[config.mk]
export PLATFORM = sky130hd
export DESIGN_NAME = base64url_unpadded_codec_unit
export DESIGN_NICKNAME = d
export VERILOG_FILES = /design/src/design/b64u_pkg.sv /design/src/design/b64u_front.sv /design/src/design/b64u_jobq.sv /design/src/design/b64u_back.sv /design/src/design/base64url_unpadded_codec_unit.sv
export VERILOG_INCLUDE_DIRS = /design/src /design/src/design
export SDC_FILE = /design/constraint.sdc
export NUM_CORES = 1
export LEC_CHECK = 0
export BUFFER_PORTS_ARGS = -buffer_cell sky130_fd_sc_hd__buf_2
export CAP_MARGIN = 20
export CORE_MARGIN = 1
export CORE_UTILIZATION = 40
export DETAILED_ROUTE_END_ITERATION = 7
export PLACE_DENSITY = 0.62
export SLEW_MARGIN = 20
export SYNTH_ARGS = -nofsm -noshare
export SYNTH_HDL_FRONTEND = slang
export SYNTH_SLANG_ARGS = --single-unit
[constraint.sdc]
create_clock -name clk -period 4.6 [get_ports clk]
set_clock_uncertainty 0.1 [all_clocks]
set_input_delay 0.92 -clock clk [delete_from_list [all_inputs] [get_ports clk]]
set_output_delay 0.92 -clock clk [all_outputs]
set_load 0.05 [all_outputs]
[src/design/base64url_unpadded_codec_unit_assert.svh]
// ---------------------------------------------------------------------------
// Assertion macros for the base64url codec unit
// Each macro samples on clk and is disabled while rst is high.
// ---------------------------------------------------------------------------
`ifndef BASE64URL_UNPADDED_CODEC_UNIT_ASSERT_SVH
`define BASE64URL_UNPADDED_CODEC_UNIT_ASSERT_SVH

// Consequent must hold in the same cycle as the antecedent.
`define B64U_ASSERT_SAME(label, ante, cons) \
  label: assert property (@(posedge clk) disable iff (rst) (ante) |-> (cons)) \
    else $error("b64u same-cycle check failed");

// Consequent must hold in the cycle after the antecedent.
`define B64U_ASSERT_NEXT(label, ante, cons) \
  label: assert property (@(posedge clk) disable iff (rst) (ante) |=> (cons)) \
    else $error("b64u next-cycle check failed");

`endif

[src/design/b64u_pkg.sv]
// ---------------------------------------------------------------------------
// b64u_pkg
// Item types, job format and character tables of the base64url codec.
// ---------------------------------------------------------------------------
package b64u_pkg;

  localparam logic DIR_ENCODE = 1'b0;
  localparam logic DIR_DECODE = 1'b1;

  localparam int JOBQ_DEPTH = 2;

  typedef enum logic [1:0] {
    ST_OK       = 2'd0,
    ST_INVALID  = 2'd1,
    ST_DANGLING = 2'd2
  } status_t;

  typedef struct packed {
    logic [7:0] data_byte;
    logic       last;
  } in_item_t;

  typedef struct packed {
    logic [7:0] out_byte;
    logic       out_last;
    logic [1:0] status;
  } out_item_t;

  // One group of results: up to four characters or three bytes taken
  // from the top of word, or a single flag result with a zero byte.
  typedef struct packed {
    logic [23:0] word;
    logic        is_char;
    logic [1:0]  last_idx;
    logic        last;
    logic [1:0]  status;
  } job_t;

  // Bit 6 set marks a character outside the alphabet.
  function automatic logic [6:0] char_value(input logic [7:0] c);
    logic [6:0] r;
    if (c >= 8'h41 && c <= 8'h5A) begin
      r = {1'b0, 6'(c - 8'h41)};
    end else if (c >= 8'h61 && c <= 8'h7A) begin
      r = {1'b0, 6'(c - 8'd71)};
    end else if (c >= 8'h30 && c <= 8'h39) begin
      r = {1'b0, 6'(c + 8'd4)};
    end else if (c == 8'h2D) begin
      r = 7'd62;
    end else if (c == 8'h5F) begin
      r = 7'd63;
    end else begin
      r = 7'h40;
    end
    return r;
  endfunction

  function automatic logic [7:0] enc_char(input logic [5:0] i);
    logic [7:0] r;
    if (i < 6'd26) begin
      r = 8'h41 + {2'b00, i};
    end else if (i < 6'd52) begin
      r = {2'b00, i} + 8'd71;
    end else if (i < 6'd62) begin
      r = {2'b00, i} - 8'd4;
    end else if (i == 6'd62) begin
      r = 8'h2D;
    end else begin
      r = 8'h5F;
    end
    return r;
  endfunction

endpackage

[src/design/b64u_front.sv]
// ---------------------------------------------------------------------------
// b64u_front
// Accepts input items, tracks the partial group and turns each completed
// group, tail or error into one job for the back end.
// ---------------------------------------------------------------------------
module b64u_front (
  input  logic             clk,
  input  logic             rst,
  input  logic             push,
  output logic             full,
  input  b64u_pkg::in_item_t item,
  input  logic             cfg_valid,
  output logic             cfg_ready,
  input  logic             cfg_data,
  output logic             job_push,
  output b64u_pkg::job_t   job,
  input  logic             job_full
);
  import b64u_pkg::*;

  logic        direction;
  logic [17:0] held;
  logic [1:0]  group_count;
  logic        stopped;

  logic [17:0] held_next;
  logic [1:0]  group_count_next;
  logic        stopped_next;
  logic        emit;
  logic        accept;
  logic [6:0]  dval;
  logic [7:0]  b;
  logic        lst;

  assign full      = job_full;
  assign cfg_ready = 1'b1;
  assign accept    = push && !job_full;
  assign job_push  = accept && emit;
  assign b         = item.data_byte;
  assign lst       = item.last;
  assign dval      = char_value(b);

  always_comb begin
    emit             = 1'b0;
    job              = '0;
    held_next        = 18'd0;
    group_count_next = 2'd0;
    stopped_next     = 1'b0;
    job.last         = lst;
    job.status       = ST_OK;
    if (direction == DIR_ENCODE) begin
      job.is_char = 1'b1;
      if (group_count == 2'd2) begin
        emit          = 1'b1;
        job.word      = {held[15:0], b};
        job.last_idx  = 2'd3;
      end else if (lst && group_count == 2'd0) begin
        emit          = 1'b1;
        job.word      = {b, 16'h0000};
        job.last_idx  = 2'd1;
      end else if (lst) begin
        emit          = 1'b1;
        job.word      = {held[7:0], b, 8'h00};
        job.last_idx  = 2'd2;
      end else begin
        held_next        = {held[9:0], b};
        group_count_next = group_count + 2'd1;
      end
    end else if (stopped) begin
      // swallow the rest of the stream, flag once at its end
      if (lst) begin
        emit       = 1'b1;
        job.status = ST_INVALID;
      end else begin
        stopped_next = 1'b1;
      end
    end else if (dval[6]) begin
      emit         = 1'b1;
      job.status   = ST_INVALID;
      stopped_next = !lst;
    end else if (group_count == 2'd3) begin
      emit         = 1'b1;
      job.word     = {held, dval[5:0]};
      job.last_idx = 2'd2;
    end else if (lst && group_count == 2'd0) begin
      emit       = 1'b1;
      job.status = ST_DANGLING;
    end else if (lst && group_count == 2'd1) begin
      emit         = 1'b1;
      job.word     = {held[5:0], dval[5:0], 12'h000};
      job.last_idx = 2'd0;
    end else if (lst) begin
      emit         = 1'b1;
      job.word     = {held[11:0], dval[5:0], 6'h00};
      job.last_idx = 2'd1;
    end else begin
      held_next        = {held[11:0], dval[5:0]};
      group_count_next = group_count + 2'd1;
    end
  end

  always_ff @(posedge clk) begin
    if (rst) begin
      direction   <= DIR_ENCODE;
      held        <= 18'd0;
      group_count <= 2'd0;
      stopped     <= 1'b0;
    end else if (cfg_valid && cfg_ready) begin
      // abandon any stream in progress
      direction   <= cfg_data;
      held        <= 18'd0;
      group_count <= 2'd0;
      stopped     <= 1'b0;
    end else if (accept) begin
      held        <= held_next;
      group_count <= group_count_next;
      stopped     <= stopped_next;
    end
  end

endmodule

[src/design/b64u_jobq.sv]
// ---------------------------------------------------------------------------
// b64u_jobq
// Short job queue between front end and back end.
// ---------------------------------------------------------------------------
module b64u_jobq (
  input  logic           clk,
  input  logic           rst,
  input  logic           wr,
  input  b64u_pkg::job_t wdata,
  output logic           full,
  input  logic           rd,
  output logic           rvalid,
  output b64u_pkg::job_t rdata
);
  import b64u_pkg::*;

  localparam int PTR_W = (JOBQ_DEPTH > 1) ? $clog2(JOBQ_DEPTH) : 1;
  localparam int CNT_W = $clog2(JOBQ_DEPTH + 1);
  localparam logic [PTR_W-1:0] PTR_LAST = PTR_W'(JOBQ_DEPTH - 1);
  localparam logic [CNT_W-1:0] CNT_FULL = CNT_W'(JOBQ_DEPTH);

  job_t             slots [JOBQ_DEPTH];
  logic [PTR_W-1:0] wptr;
  logic [PTR_W-1:0] rptr;
  logic [CNT_W-1:0] cnt;
  logic             do_wr;
  logic             do_rd;

  assign full   = (cnt == CNT_FULL);
  assign rvalid = (cnt != '0);
  assign rdata  = slots[rptr];
  assign do_wr  = wr && !full;
  assign do_rd  = rd && rvalid;

  always_ff @(posedge clk) begin
    if (do_wr) begin
      slots[wptr] <= wdata;
    end
  end

  always_ff @(posedge clk) begin
    if (rst) begin
      wptr <= '0;
      rptr <= '0;
      cnt  <= '0;
    end else begin
      if (do_wr) begin
        wptr <= (wptr == PTR_LAST) ? '0 : wptr + 1'b1;
      end
      if (do_rd) begin
        rptr <= (rptr == PTR_LAST) ? '0 : rptr + 1'b1;
      end
      if (do_wr && !do_rd) begin
        cnt <= cnt + 1'b1;
      end else if (do_rd && !do_wr) begin
        cnt <= cnt - 1'b1;
      end
    end
  end

endmodule

[src/design/b64u_back.sv]
// ---------------------------------------------------------------------------
// b64u_back
// Expands each job into result items in an output register, one per cycle while that register is free or popped.
// ---------------------------------------------------------------------------
`include "base64url_unpadded_codec_unit_assert.svh"

module b64u_back (
  input  logic                clk,
  input  logic                rst,
  input  logic                job_valid,
  input  b64u_pkg::job_t      job,
  output logic                job_pop,
  output logic                empty,
  input  logic                pop,
  output b64u_pkg::out_item_t result
);
  import b64u_pkg::*;

  job_t      cur;
  logic      busy;
  logic [1:0] k;
  logic      ov;
  out_item_t ob;
  out_item_t cur_item;
  logic      out_free;
  logic      finishing;
  logic      load_job;
  logic [5:0] six;
  logic [7:0] byte_sel;

  assign out_free  = !ov || pop;
  assign finishing = busy && out_free && (k == cur.last_idx);
  assign load_job  = job_valid && (!busy || finishing);
  assign job_pop   = load_job;
  assign empty     = !ov;
  assign result    = ob;

  always_comb begin
    case (k)
      2'd0:    six = cur.word[23:18];
      2'd1:    six = cur.word[17:12];
      2'd2:    six = cur.word[11:6];
      default: six = cur.word[5:0];
    endcase
    case (k)
      2'd0:    byte_sel = cur.word[23:16];
      2'd1:    byte_sel = cur.word[15:8];
      default: byte_sel = cur.word[7:0];
    endcase
    cur_item.out_byte = cur.is_char ? enc_char(six) : byte_sel;
    cur_item.out_last = cur.last && (k == cur.last_idx);
    cur_item.status   = cur.status;
  end

  always_ff @(posedge clk) begin
    if (busy && out_free) begin
      ob <= cur_item;
    end
    if (load_job) begin
      cur <= job;
    end
  end

  always_ff @(posedge clk) begin
    if (rst) begin
      busy <= 1'b0;
      k    <= 2'd0;
      ov   <= 1'b0;
    end else begin
      // output register holds until popped, refills from the running job
      if (out_free) begin
        ov <= busy;
      end
      if (busy && out_free) begin
        k <= k + 2'd1;
        if (k == cur.last_idx) begin
          busy <= 1'b0;
        end
      end
      if (load_job) begin
        busy <= 1'b1;
        k    <= 2'd0;
      end
    end
  end

  `B64U_ASSERT_SAME(a_index_in_range, busy, k <= cur.last_idx)
  `B64U_ASSERT_SAME(a_flag_job_single, load_job && job.status != ST_OK,
                    job.last_idx == 2'd0 && !job.is_char)
  `B64U_ASSERT_NEXT(a_emit_fills_output, busy && out_free, !empty)

endmodule

[src/design/base64url_unpadded_codec_unit.sv]
// ---------------------------------------------------------------------------
// base64url_unpadded_codec_unit
// Streaming base64url codec without padding, encode or decode by register.
// ---------------------------------------------------------------------------
// Input side is a queue: present item with push, it is taken when full is
// low. Results come out of a queue: while empty is low the oldest result is
// on result, pop takes it. cfg_valid/cfg_data write the direction bit
// (0 encode, 1 decode); cfg_ready is always high and a write drops any
// partial group. Write it only while the unit is drained.
// A result passes the job queue, the back end's job register and the output
// register before it shows. The back end emits one result per cycle while
// results are popped, so decode takes one character per cycle and encode
// three bytes per four results, a rate the output register and expander set.
// The front end keeps taking items while fewer than two jobs wait in the job
// queue; a stalled receiver fills that queue and then raises full.
// Reset clears the direction to encode, drops all partial state and empties
// both queues.
// ---------------------------------------------------------------------------
module base64url_unpadded_codec_unit (
  input  logic                clk,
  input  logic                rst,
  input  logic                push,
  output logic                full,
  input  b64u_pkg::in_item_t  item,
  output logic                empty,
  input  logic                pop,
  output b64u_pkg::out_item_t result,
  input  logic                cfg_valid,
  output logic                cfg_ready,
  input  logic                cfg_data
);
  import b64u_pkg::*;

  logic job_push;
  job_t job_in;
  logic job_full;
  logic job_pop;
  logic job_valid;
  job_t job_out;

  b64u_front u_front (
    .clk       (clk),
    .rst       (rst),
    .push      (push),
    .full      (full),
    .item      (item),
    .cfg_valid (cfg_valid),
    .cfg_ready (cfg_ready),
    .cfg_data  (cfg_data),
    .job_push  (job_push),
    .job       (job_in),
    .job_full  (job_full)
  );

  b64u_jobq u_jobq (
    .clk    (clk),
    .rst    (rst),
    .wr     (job_push),
    .wdata  (job_in),
    .full   (job_full),
    .rd     (job_pop),
    .rvalid (job_valid),
    .rdata  (job_out)
  );

  b64u_back u_back (
    .clk       (clk),
    .rst       (rst),
    .job_valid (job_valid),
    .job       (job_out),
    .job_pop   (job_pop),
    .empty     (empty),
    .pop       (pop),
    .result    (result)
  );

endmodule
## Word-level counts from Yosys, hierarchy flattened

Memory sizes are Yosys's and may differ from the RTL's. A register that Yosys moved wholly into a read port is not among the register bits.
Cells that the tools add are included.

- ROM bits: 0
- Logic and storage cells: 156
- Register bits after elaboration: 41
- Bits in writable memories: 60
- Memories: 1
- Bits in latches: 0

- Div/mod/pow operators: 0
- Equal/unequal tests: 10
- Multiplexer cells: 79
- Multipliers: 0
- $add $sub $neg: 12
- Order comparisons: 9
- Bitwise operators: 0
- Shift operators: 0
- Reduce and logical (&&, ||, !) cells: 32

Memories:

| memory | depth | width | rd ports | clocked after Yosys merged registers in | wr ports | line | source |
|---|---|---|---|---|---|---|---|
| u_jobq.slots | 2 | 30 | 1 | 1 | 1 | b64u_jobq.sv:22 | `job_t slots [JOBQ_DEPTH];` |

Operators with widths:

| cell | number |
|---|---|
| $mux 24 | 10 |
| $mux 18 | 10 |
| $mux 2 | 24 |
| $mux 7 | 6 |
| $mux 8 | 4 |
| $mux 1 | 23 |
| $pmux 6 s3 | 1 |
| $ge 8x7->1 const B | 2 |
| $le 8x7->1 const B | 2 |
| $pmux 8 s2 | 1 |
| $logic_and 1x1->1 | 15 |
| $lt 6x6->1 const B | 2 |
| $add 6x7->8 const B | 1 |
| $add 7x6->8 const A | 1 |
| $eq 2x2->1 const B | 4 |
| $eq 8x6->1 const B | 1 |
| $eq 8x7->1 const B | 1 |
| $ge 8x6->1 const B | 1 |
| $le 8x6->1 const B | 1 |
| $reduce_bool 2->1 | 4 |
| $sub 6x3->7 const B | 1 |
| $add 2x1->2 const B | 3 |
| $add 6x3->6 const B | 1 |
| $eq 6x6->1 const B | 1 |
| 12 further kinds | 22 |

## Depth between registers and ports, before layout

Gate-level depths: netlist (run 1).

- Word-level depth: 15
- Depth in mapped cells: 12
- Depth with buffers taken out: 12

## Hierarchy

From an unflattened synthesis (run 1), not the netlist that was laid out.

- Cells, all modules: 641
- Area, all modules: 7174.4 um^2

Modules (own cells, without submodules):

| module | instances | cells each | area an instance (um^2) |
|---|---|---|---|
| b64u_front | 1 | 342 | 2610.0 |
| b64u_jobq | 1 | 118 | 2374.8 |
| b64u_back | 1 | 181 | 2189.6 |

## Least setup slack after synthesis (run 1)

No wires, ideal clock.

- Kind: in2reg
- From: input pop
- To: register u_jobq.cnt[1]
- Arrival time: 3.791 ns
- Stages: 7
- Data required time: 4.429 ns
- Slack: 0.639 ns
- Library setup time: 0.071 ns
- Cells stage by stage: nand2b_1 -> nand2_1 -> a21oi_1 -> inv_1 -> ha_1 -> or3_1 -> a21oi_1

- Longest elaborated chain between the ends: 9
- Elaborated cells on any way between the ends: 11

Ends and longest elaborated chain:

| element | line | source |
|---|---|---|
| start: declaration | base64url_unpadded_codec_unit.sv:26 | `input logic pop,` |
| $logic_or 1x1->1 * | b64u_back.sv:31 | `assign out_free = !ov \|\| pop;` |
| $logic_and 1x1->1 * (2 in series) | b64u_back.sv:32 | `assign finishing = busy && out_free && (k == cur.last_idx);` |
| $logic_or 1x1->1 * | b64u_back.sv:33 | `assign load_job = job_valid && (!busy \|\| finishing);` |
| $logic_and 1x1->1 * | b64u_back.sv:33 |  |
| net job_pop | base64url_unpadded_codec_unit.sv:37 | `logic job_pop;` |
| $logic_and 1x1->1 * | b64u_jobq.sv:33 | `assign do_rd = rd && rvalid;` |
| $logic_not 1->1 | b64u_jobq.sv:53 | `if (do_wr && !do_rd) begin` |
| $logic_and 1x1->1 | b64u_jobq.sv:53 |  |
| $mux 2 / $reduce_bool 2->1 (equally long branches) | -- |  |
| end signal: assignment | b64u_jobq.sv:54 | `cnt <= cnt + 1'b1;` |
| end signal: assignment | b64u_jobq.sv:56 | `cnt <= cnt - 1'b1;` |
| end: declaration | b64u_jobq.sv:25 | `logic [CNT_W-1:0] cnt;` |

The timed path passes the listed nets; every way through them passes the cells marked *.
A chain may end at the register's enable or synchronous reset.

==> results by group, run 1 <==
CTS
  • Worst-path clk slew: 0.06 ns
  • Clock buffer count from CTS: 17
  • Clock Sinks: 131
  • Max clock buf depth: 2
  • Root buffer cell: clkbuf_16
  • Post-CTS Setup Inserts: 0
  • Post-cts resize count: 0
  • Clk Latency, worst-skew pair: 0.42 ns
  • Hold-fix buffers, CTS: 0
  • CTS tree: built
  • H-Tree Depth: 4

Placement
  • IO Port Bufs: 27
  • Hpwl dp: 12210 um
  • Cells after DPL: 873
  • GP Congestion: 0.9671

Critical path
  • R2R setup slack: 0.75 ns
  • Worst r2r dst: u_back.result[4]
  • Reg-to-Reg Start: u_back.k[0]
  • Path depth of the worst reg2reg path: 12
  • Setup CP Type: flop to flop
  • CP Capture Point: u_back.result[4]
  • Critical Path Start Type: flop
  • Data arrival, critical path: 3.89 ns
  • Crit end category: flop
  • WP data required: 4.64 ns
  • CP max FO: 13
  • CP startpoint: u_back.k[0]

Cells and area
  • Area of the multi-input gates: 3146 um^2
  • Layout fillers: 1590
  • Final core utilization: 46.17%
  • Area delta synth->final: 12.99%
  • Nets@finish: 705
  • Layout cells sized above 1: 15.59%
  • N_diodes: 0
  • FF+latch area: 3633 um^2
  • Final Non-Filler Cells: 905

Outcome
  • Status: finished, violations left
  • Failing checks: DRC

Timing
  • Min Hold Slack: 0.3268 ns
  • RSZ-0062 raised after global routing: false
  • Measured slew at the worst slew-check pin: 0.9297 ns
  • # setup viols final: 0
  • Fin crit share: 83.61%
  • Final setup TNS: 0 ns
  • F_max: 260.0 MHz
  • Final Hold Vio Count: 0
  • Rel. slew slack: 37.79%
  • Minimum clock period: 3.846 ns
  • Fin. max-slew vios: 0

Floorplan
  • Total core area: 17300 um^2
  • Starting Density: 40.86%
  • Ports: 29
  • Die Width: 134.9 um
  • Die Ht: 134.9 um
  • Die area: 18210 um^2
  • Core Rows: 48

Synthesis
  • Post-synth EDFFs: 101
  • #FFs+latches synth: 131
  • Commonest register cell after synthesis: edfxtp_1
  • Fraction of registers with async set/reset: 0%
  • Syn Area/Cell: 10.79 um^2
  • Synth cell types: 65
  • Synth warn: 0
  • Sequential area share after synthesis: 51.41%
  • Synth Cell Area: 7068 um^2
  • Post-synthesis cell count: 655
  • Syn nets: 693

Drt
  • Via count: 5352
  • DR iter-0 viols: 520
  • Remaining antenna violation count: 0
  • Post-route DRC violation count: 7
  • Total Wirelength: 17380 um
  • Pre-antenna DRT Iters: 8
  • Wirelength per Cell: 19.21 um
  • Vias per cell: 5.914

Power and ir drop
  • PwrDens: 582.2 nW/um^2
  • Max IR drop VDD: 0.0003874 V
  • Leakage power: 2.855 nW

Job
  • Max-Cap Viols: 0

Global route
  • First-pass GRT wire length: 27480 um
  • Tot GR Track Use: 19.90%
  • Vias in the first global route: 4975
  • Pin count of the biggest net entering global routing: 34
  • Gr ovfl total: 0
  • Initial antenna violation count: 0

Worst hold path
  • Type of the most critical hold path: flop to flop
-- per-stage QoR --
step	instance area [um^2]	power [mW]	setup slack, ns
2_1_floorplan	7068	2.895	0.6386
3_3_place_gp	7383	3.264	0.7460
3_5_place_dp	7383	3.291	0.6347
4_1_cts	7986	4.666	0.8382
5_1_grt	7986	4.886	0.5298
6_report	7986	4.650	0.7541
-- worst min-delay path by stage --
stage,from,end,slack [ns],cells past startpoint
finish,u_back.cur[0],u_back.result[0],0.33,0
global route,u_back.cur[0],u_back.result[0],0.33,0
CTS,u_back.cur[0],u_back.result[0],0.33,0
detailed placement,u_back.cur[0],u_back.result[0],0.32,0
global placement,u_back.cur[0],u_back.result[0],0.31,0
floorplan,u_back.cur[0],u_back.result[0],0.30,0
-- where the power goes --
part,switching [mW],internal (mW),leakage (nW)
registers,0.148,1.61,1.20
logic,0.977,0.553,1.36
clock network,0.495,0.869,0.295
-- critical path, cell delays in order, from the launching register on --
cell and delay [ns]:
dfxtp_1 0.40, inv_1 0.11, ha_1 0.24, buf_4 0.19, a222oi_1 0.57, mux2i_1 0.35, ha_1 0.39, a211oi_1 0.20
a211oi_1 0.16, a21oi_1 0.40, inv_1 0.15, o211ai_1 0.19, o22ai_1 0.12
-- kinds of logic (layout without fill, tap and decap cells) --
group,Yosys count,after routing,share of synthesized area [%]
buf+inv,74,99,4.249
other cells,1,1,0.05306
compound gates,192,192,19.08
xor+xnor,13,13,1.611
fa+ha+maj,23,23,4.072
mux,49,49,7.488
simple gates,172,172,12.04
flops,131,131,51.41
-- flip-flops by register name, summed over array words and instances (netlist names), 2 cells and up --
register             count
u_back.k                 2
u_front.group_count      2
u_front.held            18
u_jobq.slots            60
u_jobq.cnt               2
u_back.cur              30
u_back.result           11
-- area by class of cell --
cell class / count / share of cell area (%)
clock inverter: 12 / 1.958
multi-input combinational: 450 / 39.39
clock buffer: 20 / 5.593
inverter: 30 / 1.410
tap: 225 / 3.525
sequential: 131 / 45.50
timing repair buffer: 37 / 2.632
-- cell usage after synthesis, drive strengths merged, types with 5 or more instances --
cell type  instances  area share, %
edfxtp           101             43
nand2b             7           0.62
a222oi             8            1.1
and2               6           0.53
mux2              31            4.9
nand3             15            1.1
ha                23            4.1
nor2              45            2.5
a22o               8           0.99
a22oi             13            1.4
dfxtp             30            8.5
nor3              13           0.92
a211oi             6           0.64
a21o               5           0.53
a21oi             42            3.1
inv               30            1.6
buf               17            1.2
mux2i             18            2.5
nand4              6           0.53
o22ai              5           0.44
nor2b              8           0.71
o221ai             8           0.99
o21ai             39            2.8
xnor2              8           0.99
o31ai              5           0.53
a221oi            16            2.0
xor2               5           0.62
clkbuf            27            1.4
nand2             49            2.6
o211ai            10            1.1
-- placed cells by master (no fill, tap or decap), types with 13 or more instances in the layout --
| cell type | n |
|---|---|
| a21oi_1 | 40 |
| a221oi_1 | 16 |
| a22oi_1 | 13 |
| buf_2 | 27 |
| clkbuf_16 | 17 |
| dfxtp_1 | 30 |
| edfxtp_1 | 101 |
| ha_1 | 23 |
| inv_1 | 30 |
| mux2_2 | 31 |
| mux2i_1 | 18 |
| nand2_1 | 49 |
| nand3_1 | 15 |
| nor2_1 | 44 |
| nor3_1 | 13 |
| o21ai_0 | 38 |
-- layer usage --
layer  up-vias  wire length [um]  part of all wire (%)  global-route usage [%]
met4         0               409                   2.4                   8.489
li1       2519                 -                     -                       -
met2       216              8381                    48                   32.27
met5         -                 0                     0                       0
met3        40              1072                   6.2                   3.679
met1      2577              7521                    43                   26.05
(Power assumes the default switching activity.)
==> run 2: changes to the inputs <==
--- a/config.mk
+++ b/config.mk
@@ -6,12 +6,13 @@
 export SDC_FILE = /design/constraint.sdc
 export NUM_CORES = 1
 export LEC_CHECK = 0
+export ABC_AREA = 1
 export BUFFER_PORTS_ARGS = -buffer_cell sky130_fd_sc_hd__buf_2
 export CAP_MARGIN = 20
 export CORE_MARGIN = 1
 export CORE_UTILIZATION = 40
 export DETAILED_ROUTE_END_ITERATION = 7
-export PLACE_DENSITY = 0.62
+export PLACE_DENSITY = 0.64
 export SLEW_MARGIN = 20
 export SYNTH_ARGS = -nofsm -noshare
 export SYNTH_HDL_FRONTEND = slang
==> constraint.sdc (replaced) <==
create_clock -name clk -period 3.5 [get_ports clk]
set_clock_uncertainty 0.1 [all_clocks]
set_input_delay 0.7 -clock clk [delete_from_list [all_inputs] [get_ports clk]]
set_output_delay 0.7 -clock clk [all_outputs]
set_load 0.05 [all_outputs]
==> run 2 against run 1 <==
  * The run still ends with DRC left
  * Synthesized cell count grew 37%
  * Critical path type unchanged
  * Combinational power grew 46%
  * Routed wire length grew 3.7%
==> results by group, run 2 <==
Outcome
  • Status: finished, violations left (unchanged)
  • Failing checks: DRC (unchanged)

Global route
  • Tot GR Track Use: 19.75% (was 19.90%)
  • Vias in the first global route: 5761 (was 4975)
  • Initial antenna violation count: 0 (unchanged)
  • Gr ovfl total: 0 (unchanged)
  • Pin count of the biggest net entering global routing: 33 (was 34)
  • First-pass GRT wire length: 29610 um (was 27480 um)

Timing
  • Min Hold Slack: 0.3295 ns (was 0.3268 ns)
  • Final Hold Vio Count: 0 (unchanged)
  • # setup viols final: 0 (unchanged)
  • Measured slew at the worst slew-check pin: 1.077 ns (was 0.9297 ns)
  • F_max: 343.4 MHz (was 260.0 MHz)
  • Rel. slew slack: 28.11% (was 37.79%)
  • Minimum clock period: 2.912 ns (was 3.846 ns)
  • Fin. max-slew vios: 0 (unchanged)
  • Final setup TNS: 0 ns (unchanged)
  • RSZ-0062 raised after global routing: false (unchanged)
  • Fin crit share: 83.19% (was 83.61%)

Power and ir drop
  • PwrDens: 753.9 nW/um^2 (was 582.2 nW/um^2)
  • Clock share of power: 27.6% (was 29.3%)
  • Sw Ratio: 38.35% (was 34.82%)
  • NetSw: 2.439 mW (was 1.619 mW)
  • Gate power share: 35.1% (was 32.9%)
  • Int Power: 3.921 mW (was 3.031 mW)
  • Leakage power: 3.566 nW (was 2.855 nW)
  • Reg power frac: 37.2% (was 37.8%)
  • Max IR drop VDD: 0.0003848 V (was 0.0003874 V)

Worst hold path
  • Type of the most critical hold path: flop to flop (unchanged)
  • WHS Endpoint: u_back.result[0] (unchanged)
  • Min-delay src: u_back.cur[0] (unchanged)
  • Hold Crit Depth: 0 (unchanged)

Critical path
  • CP max FO: 9 (was 13)
  • WP data required: 3.57 ns (was 4.64 ns)
  • Worst r2r dst: u_back.result[6] (was u_back.result[4])
  • Setup CP Type: flop to flop (unchanged)
  • R2R setup slack: 0.59 ns (was 0.75 ns)
  • Path depth of the worst reg2reg path: 14 (was 12)
  • Data arrival, critical path: 2.98 ns (was 3.89 ns)
  • Critical Path Start Type: flop (unchanged)
  • Reg-to-Reg Start: u_back.k[0] (unchanged)
  • Crit end category: flop (unchanged)

Drt
  • Remaining antenna violation count: 0 (unchanged)
  • Total Wirelength: 18020 um (was 17380 um)
  • Post-route DRC violation count: 6 (was 7)
  • DR iter-0 viols: 619 (was 520)
  • Pre-antenna DRT Iters: 8 (unchanged)
  • Wirelength per Cell: 15.38 um (was 19.21 um)
  • Vias per cell: 5.227 (was 5.914)
  • Via count: 6126 (was 5352)

Cells and area
  • Area of the multi-input gates: 3299 um^2 (was 3146 um^2)
  • N_diodes: 0 (unchanged)
  • Commonest non-fill, non-tap cells in the layout: nand2_1, edfxtp_1, inv_1 (was edfxtp_1, nand2_1, nor2_1)
  • FF+latch area: 3633 um^2 (unchanged)
  • Area delta synth->final: 13.29% (was 12.99%)
  • Top reg by flops: u_jobq.slots (unchanged)
  • Largest registers: u_jobq.slots (60), u_back.cur (30), u_front.held (18) (unchanged)
  • Commonest non-fill, non-tap cell in the layout: nand2_1 (was edfxtp_1)
  • Layout fillers: 1714 (was 1590)
  • Nets@finish: 968 (was 705)
  • Layout cells sized above 1: 12.83% (was 15.59%)
  • Flip-flop count of the largest register after layout: 60 (unchanged)

Floorplan
  • Ports: 29 (unchanged)
  • Die Ht: 138.4 um (was 134.9 um)
  • Starting Density: 41.18% (was 40.86%)
  • Die area: 19170 um^2 (was 18210 um^2)
  • Core Rows: 49 (was 48)
  • Die Width: 138.4 um (was 134.9 um)
  • Total core area: 18090 um^2 (was 17300 um^2)

CTS
  • Clock Sinks: 131 (unchanged)
  • Worst-path clk slew: 0.06 ns (about the same)
  • Clk Latency, worst-skew pair: 0.42 ns (about the same)
  • Post-cts resize count: 0 (unchanged)
  • Post-CTS Setup Inserts: 0 (unchanged)
  • Hold-fix buffers, CTS: 0 (unchanged)
  • CTS tree: built (unchanged)
  • Root buffer cell: clkbuf_16 (unchanged)
  • H-Tree Depth: 4 (unchanged)
  • Max clock buf depth: 2 (unchanged)
  • Clock buffer count from CTS: 17 (unchanged)

Synthesis
  • Synth cell types: 50 (was 65)
  • Syn Area/Cell: 8.284 um^2 (was 10.79 um^2)
  • Post-synth EDFFs: 101 (unchanged)
  • Count leader, synth: nand2_1 (was edfxtp_1)
  • Top post-synthesis cells by count: nand2_1, edfxtp_1, inv_1 (was edfxtp_1, nand2_1, nor2_1)
  • Synth Area in Compound Gates: 12.53% (was 19.08%)
  • Synth warn: 0 (unchanged)
  • Largest family of logic cells by synthesized area: simple AND/OR/NAND/NOR gates (was compound AO/OA/AOI/OAI gates)
  • Syn nets: 937 (was 693)
  • Top post-synthesis cells by area: edfxtp_1, nand2_1, dfxtp_1, inv_1, nand3_1 (was edfxtp_1, dfxtp_1, mux2_2, ha_1, a21oi_1)
  • Synth Cell Area: 7447 um^2 (was 7068 um^2)
  • Post-synth top area share: 40.73% (was 42.91%)
  • Mux share of post-synthesis cell area: 0% (was 7.488%)
  • Fraction of registers with async set/reset: 0% (unchanged)
  • Area leader, netlist: edfxtp_1 (unchanged)
  • Simple-Gate Fraction of Synth Area: 26.18% (was 12.04%)
  • Post-synthesis cell count: 899 (was 655)
  • Synth Area in Adders: 3.864% (was 4.072%)
  • Sequential area share after synthesis: 48.79% (was 51.41%)
  • #FFs+latches synth: 131 (unchanged)
  • Synth Area in XOR/XNOR: 1.647% (was 1.611%)
  • Commonest register cell after synthesis: edfxtp_1 (unchanged)

Placement
  • GP Congestion: 0.9600 (was 0.9671)
  • IO Port Bufs: 27 (unchanged)
  • Hpwl dp: 13290 um (was 12210 um)

Job
  • Max-Cap Viols: 0 (unchanged)
[run 2: changes by cell type after synthesis, moves of 9 or more]
cell,change
inv_2,+9
inv_1,+51
nand3_1,+45
nor2_1,+33
a221oi_1,-15
nand2_1,+243
mux2_2,-31
a21oi_1,+9
mux2i_1,-18
clkbuf_1,-14
nor3_1,-13
[run 2: worst max-delay path by stage]
stage	startpoint	to	slack (ns)	depth (start not counted)
floorplan	item[3]	u_jobq.slots[0][0]	0.28	12
global placement	item[2]	u_jobq.cnt[1]	0.30	19
detailed placement	item[2]	u_jobq.cnt[1]	0.28	19
CTS	u_back.k[0]	u_back.result[5]	0.57	13
global route	u_back.k[0]	u_back.result[5]	0.30	13
finish	u_back.k[0]	u_back.result[6]	0.59	14
[run 2: power groups by stage]
stage               sequential [mW]  clock (mW)  combinational [mW]
finish                         2.37        1.76                2.23
global route                   2.40        1.86                2.53
CTS                            2.37        1.79                2.24
detailed placement             2.40           0                2.23
global placement               2.39           0                2.23
floorplan                      2.51           0                1.54
[run 2: layout make-up]
class / instances / share of cell area [%]
clock buffer: 19 / 5.250
inverter: 96 / 4.345
timing repair buffer: 40 / 3.055
clock inverter: 13 / 1.780
tap: 229 / 3.396
multi-input combinational: 644 / 39.11
sequential: 131 / 43.07
[run 2: critical path: stages, from the launching register on]
cell,delay [ns]
dfxtp_1,0.42
inv_1,0.11
ha_1,0.33
nand2_1,0.16
nand2_1,0.07
o21ai_2,0.37
inv_1,0.09
ha_1,0.24
o21bai_1,0.17
nand2_1,0.12
nand2_1,0.14
inv_1,0.14
nand2_1,0.06
nand3_1,0.08
nand2_1,0.06
[run 2: per-layer routing]
layer	routed length [um]	up-vias	GRT usage [%]	part of all wire, %
li1	-	3044	-	-
met1	7902	2782	25.94	44
met2	8392	252	31.47	47
met3	1173	48	3.776	6.5
met4	556	0	9.344	3.1
met5	0	-	0	0
[run 2: logic make-up after synthesis]
kind of cell    count (synthesis)
buf+inv                       124
fa+ha+maj                      23
other cells                     1
flops                         131
compound gates                148
simple gates                  458
xor+xnor                       14
[run 2: stage by stage]
step	util, %	cells	worst slack, ns	instance area, um^2	power (mW)
after global placement	43.37	1140	0.3041	7844	4.627
after detailed placement	43.37	1140	0.2838	7844	4.632
after CTS	46.65	1172	0.5658	8437	6.399
after floorplan	-	899	0.2757	7450	4.049
after global routing	46.65	1172	0.2984	8437	6.791
final	46.65	1172	0.5882	8437	6.360
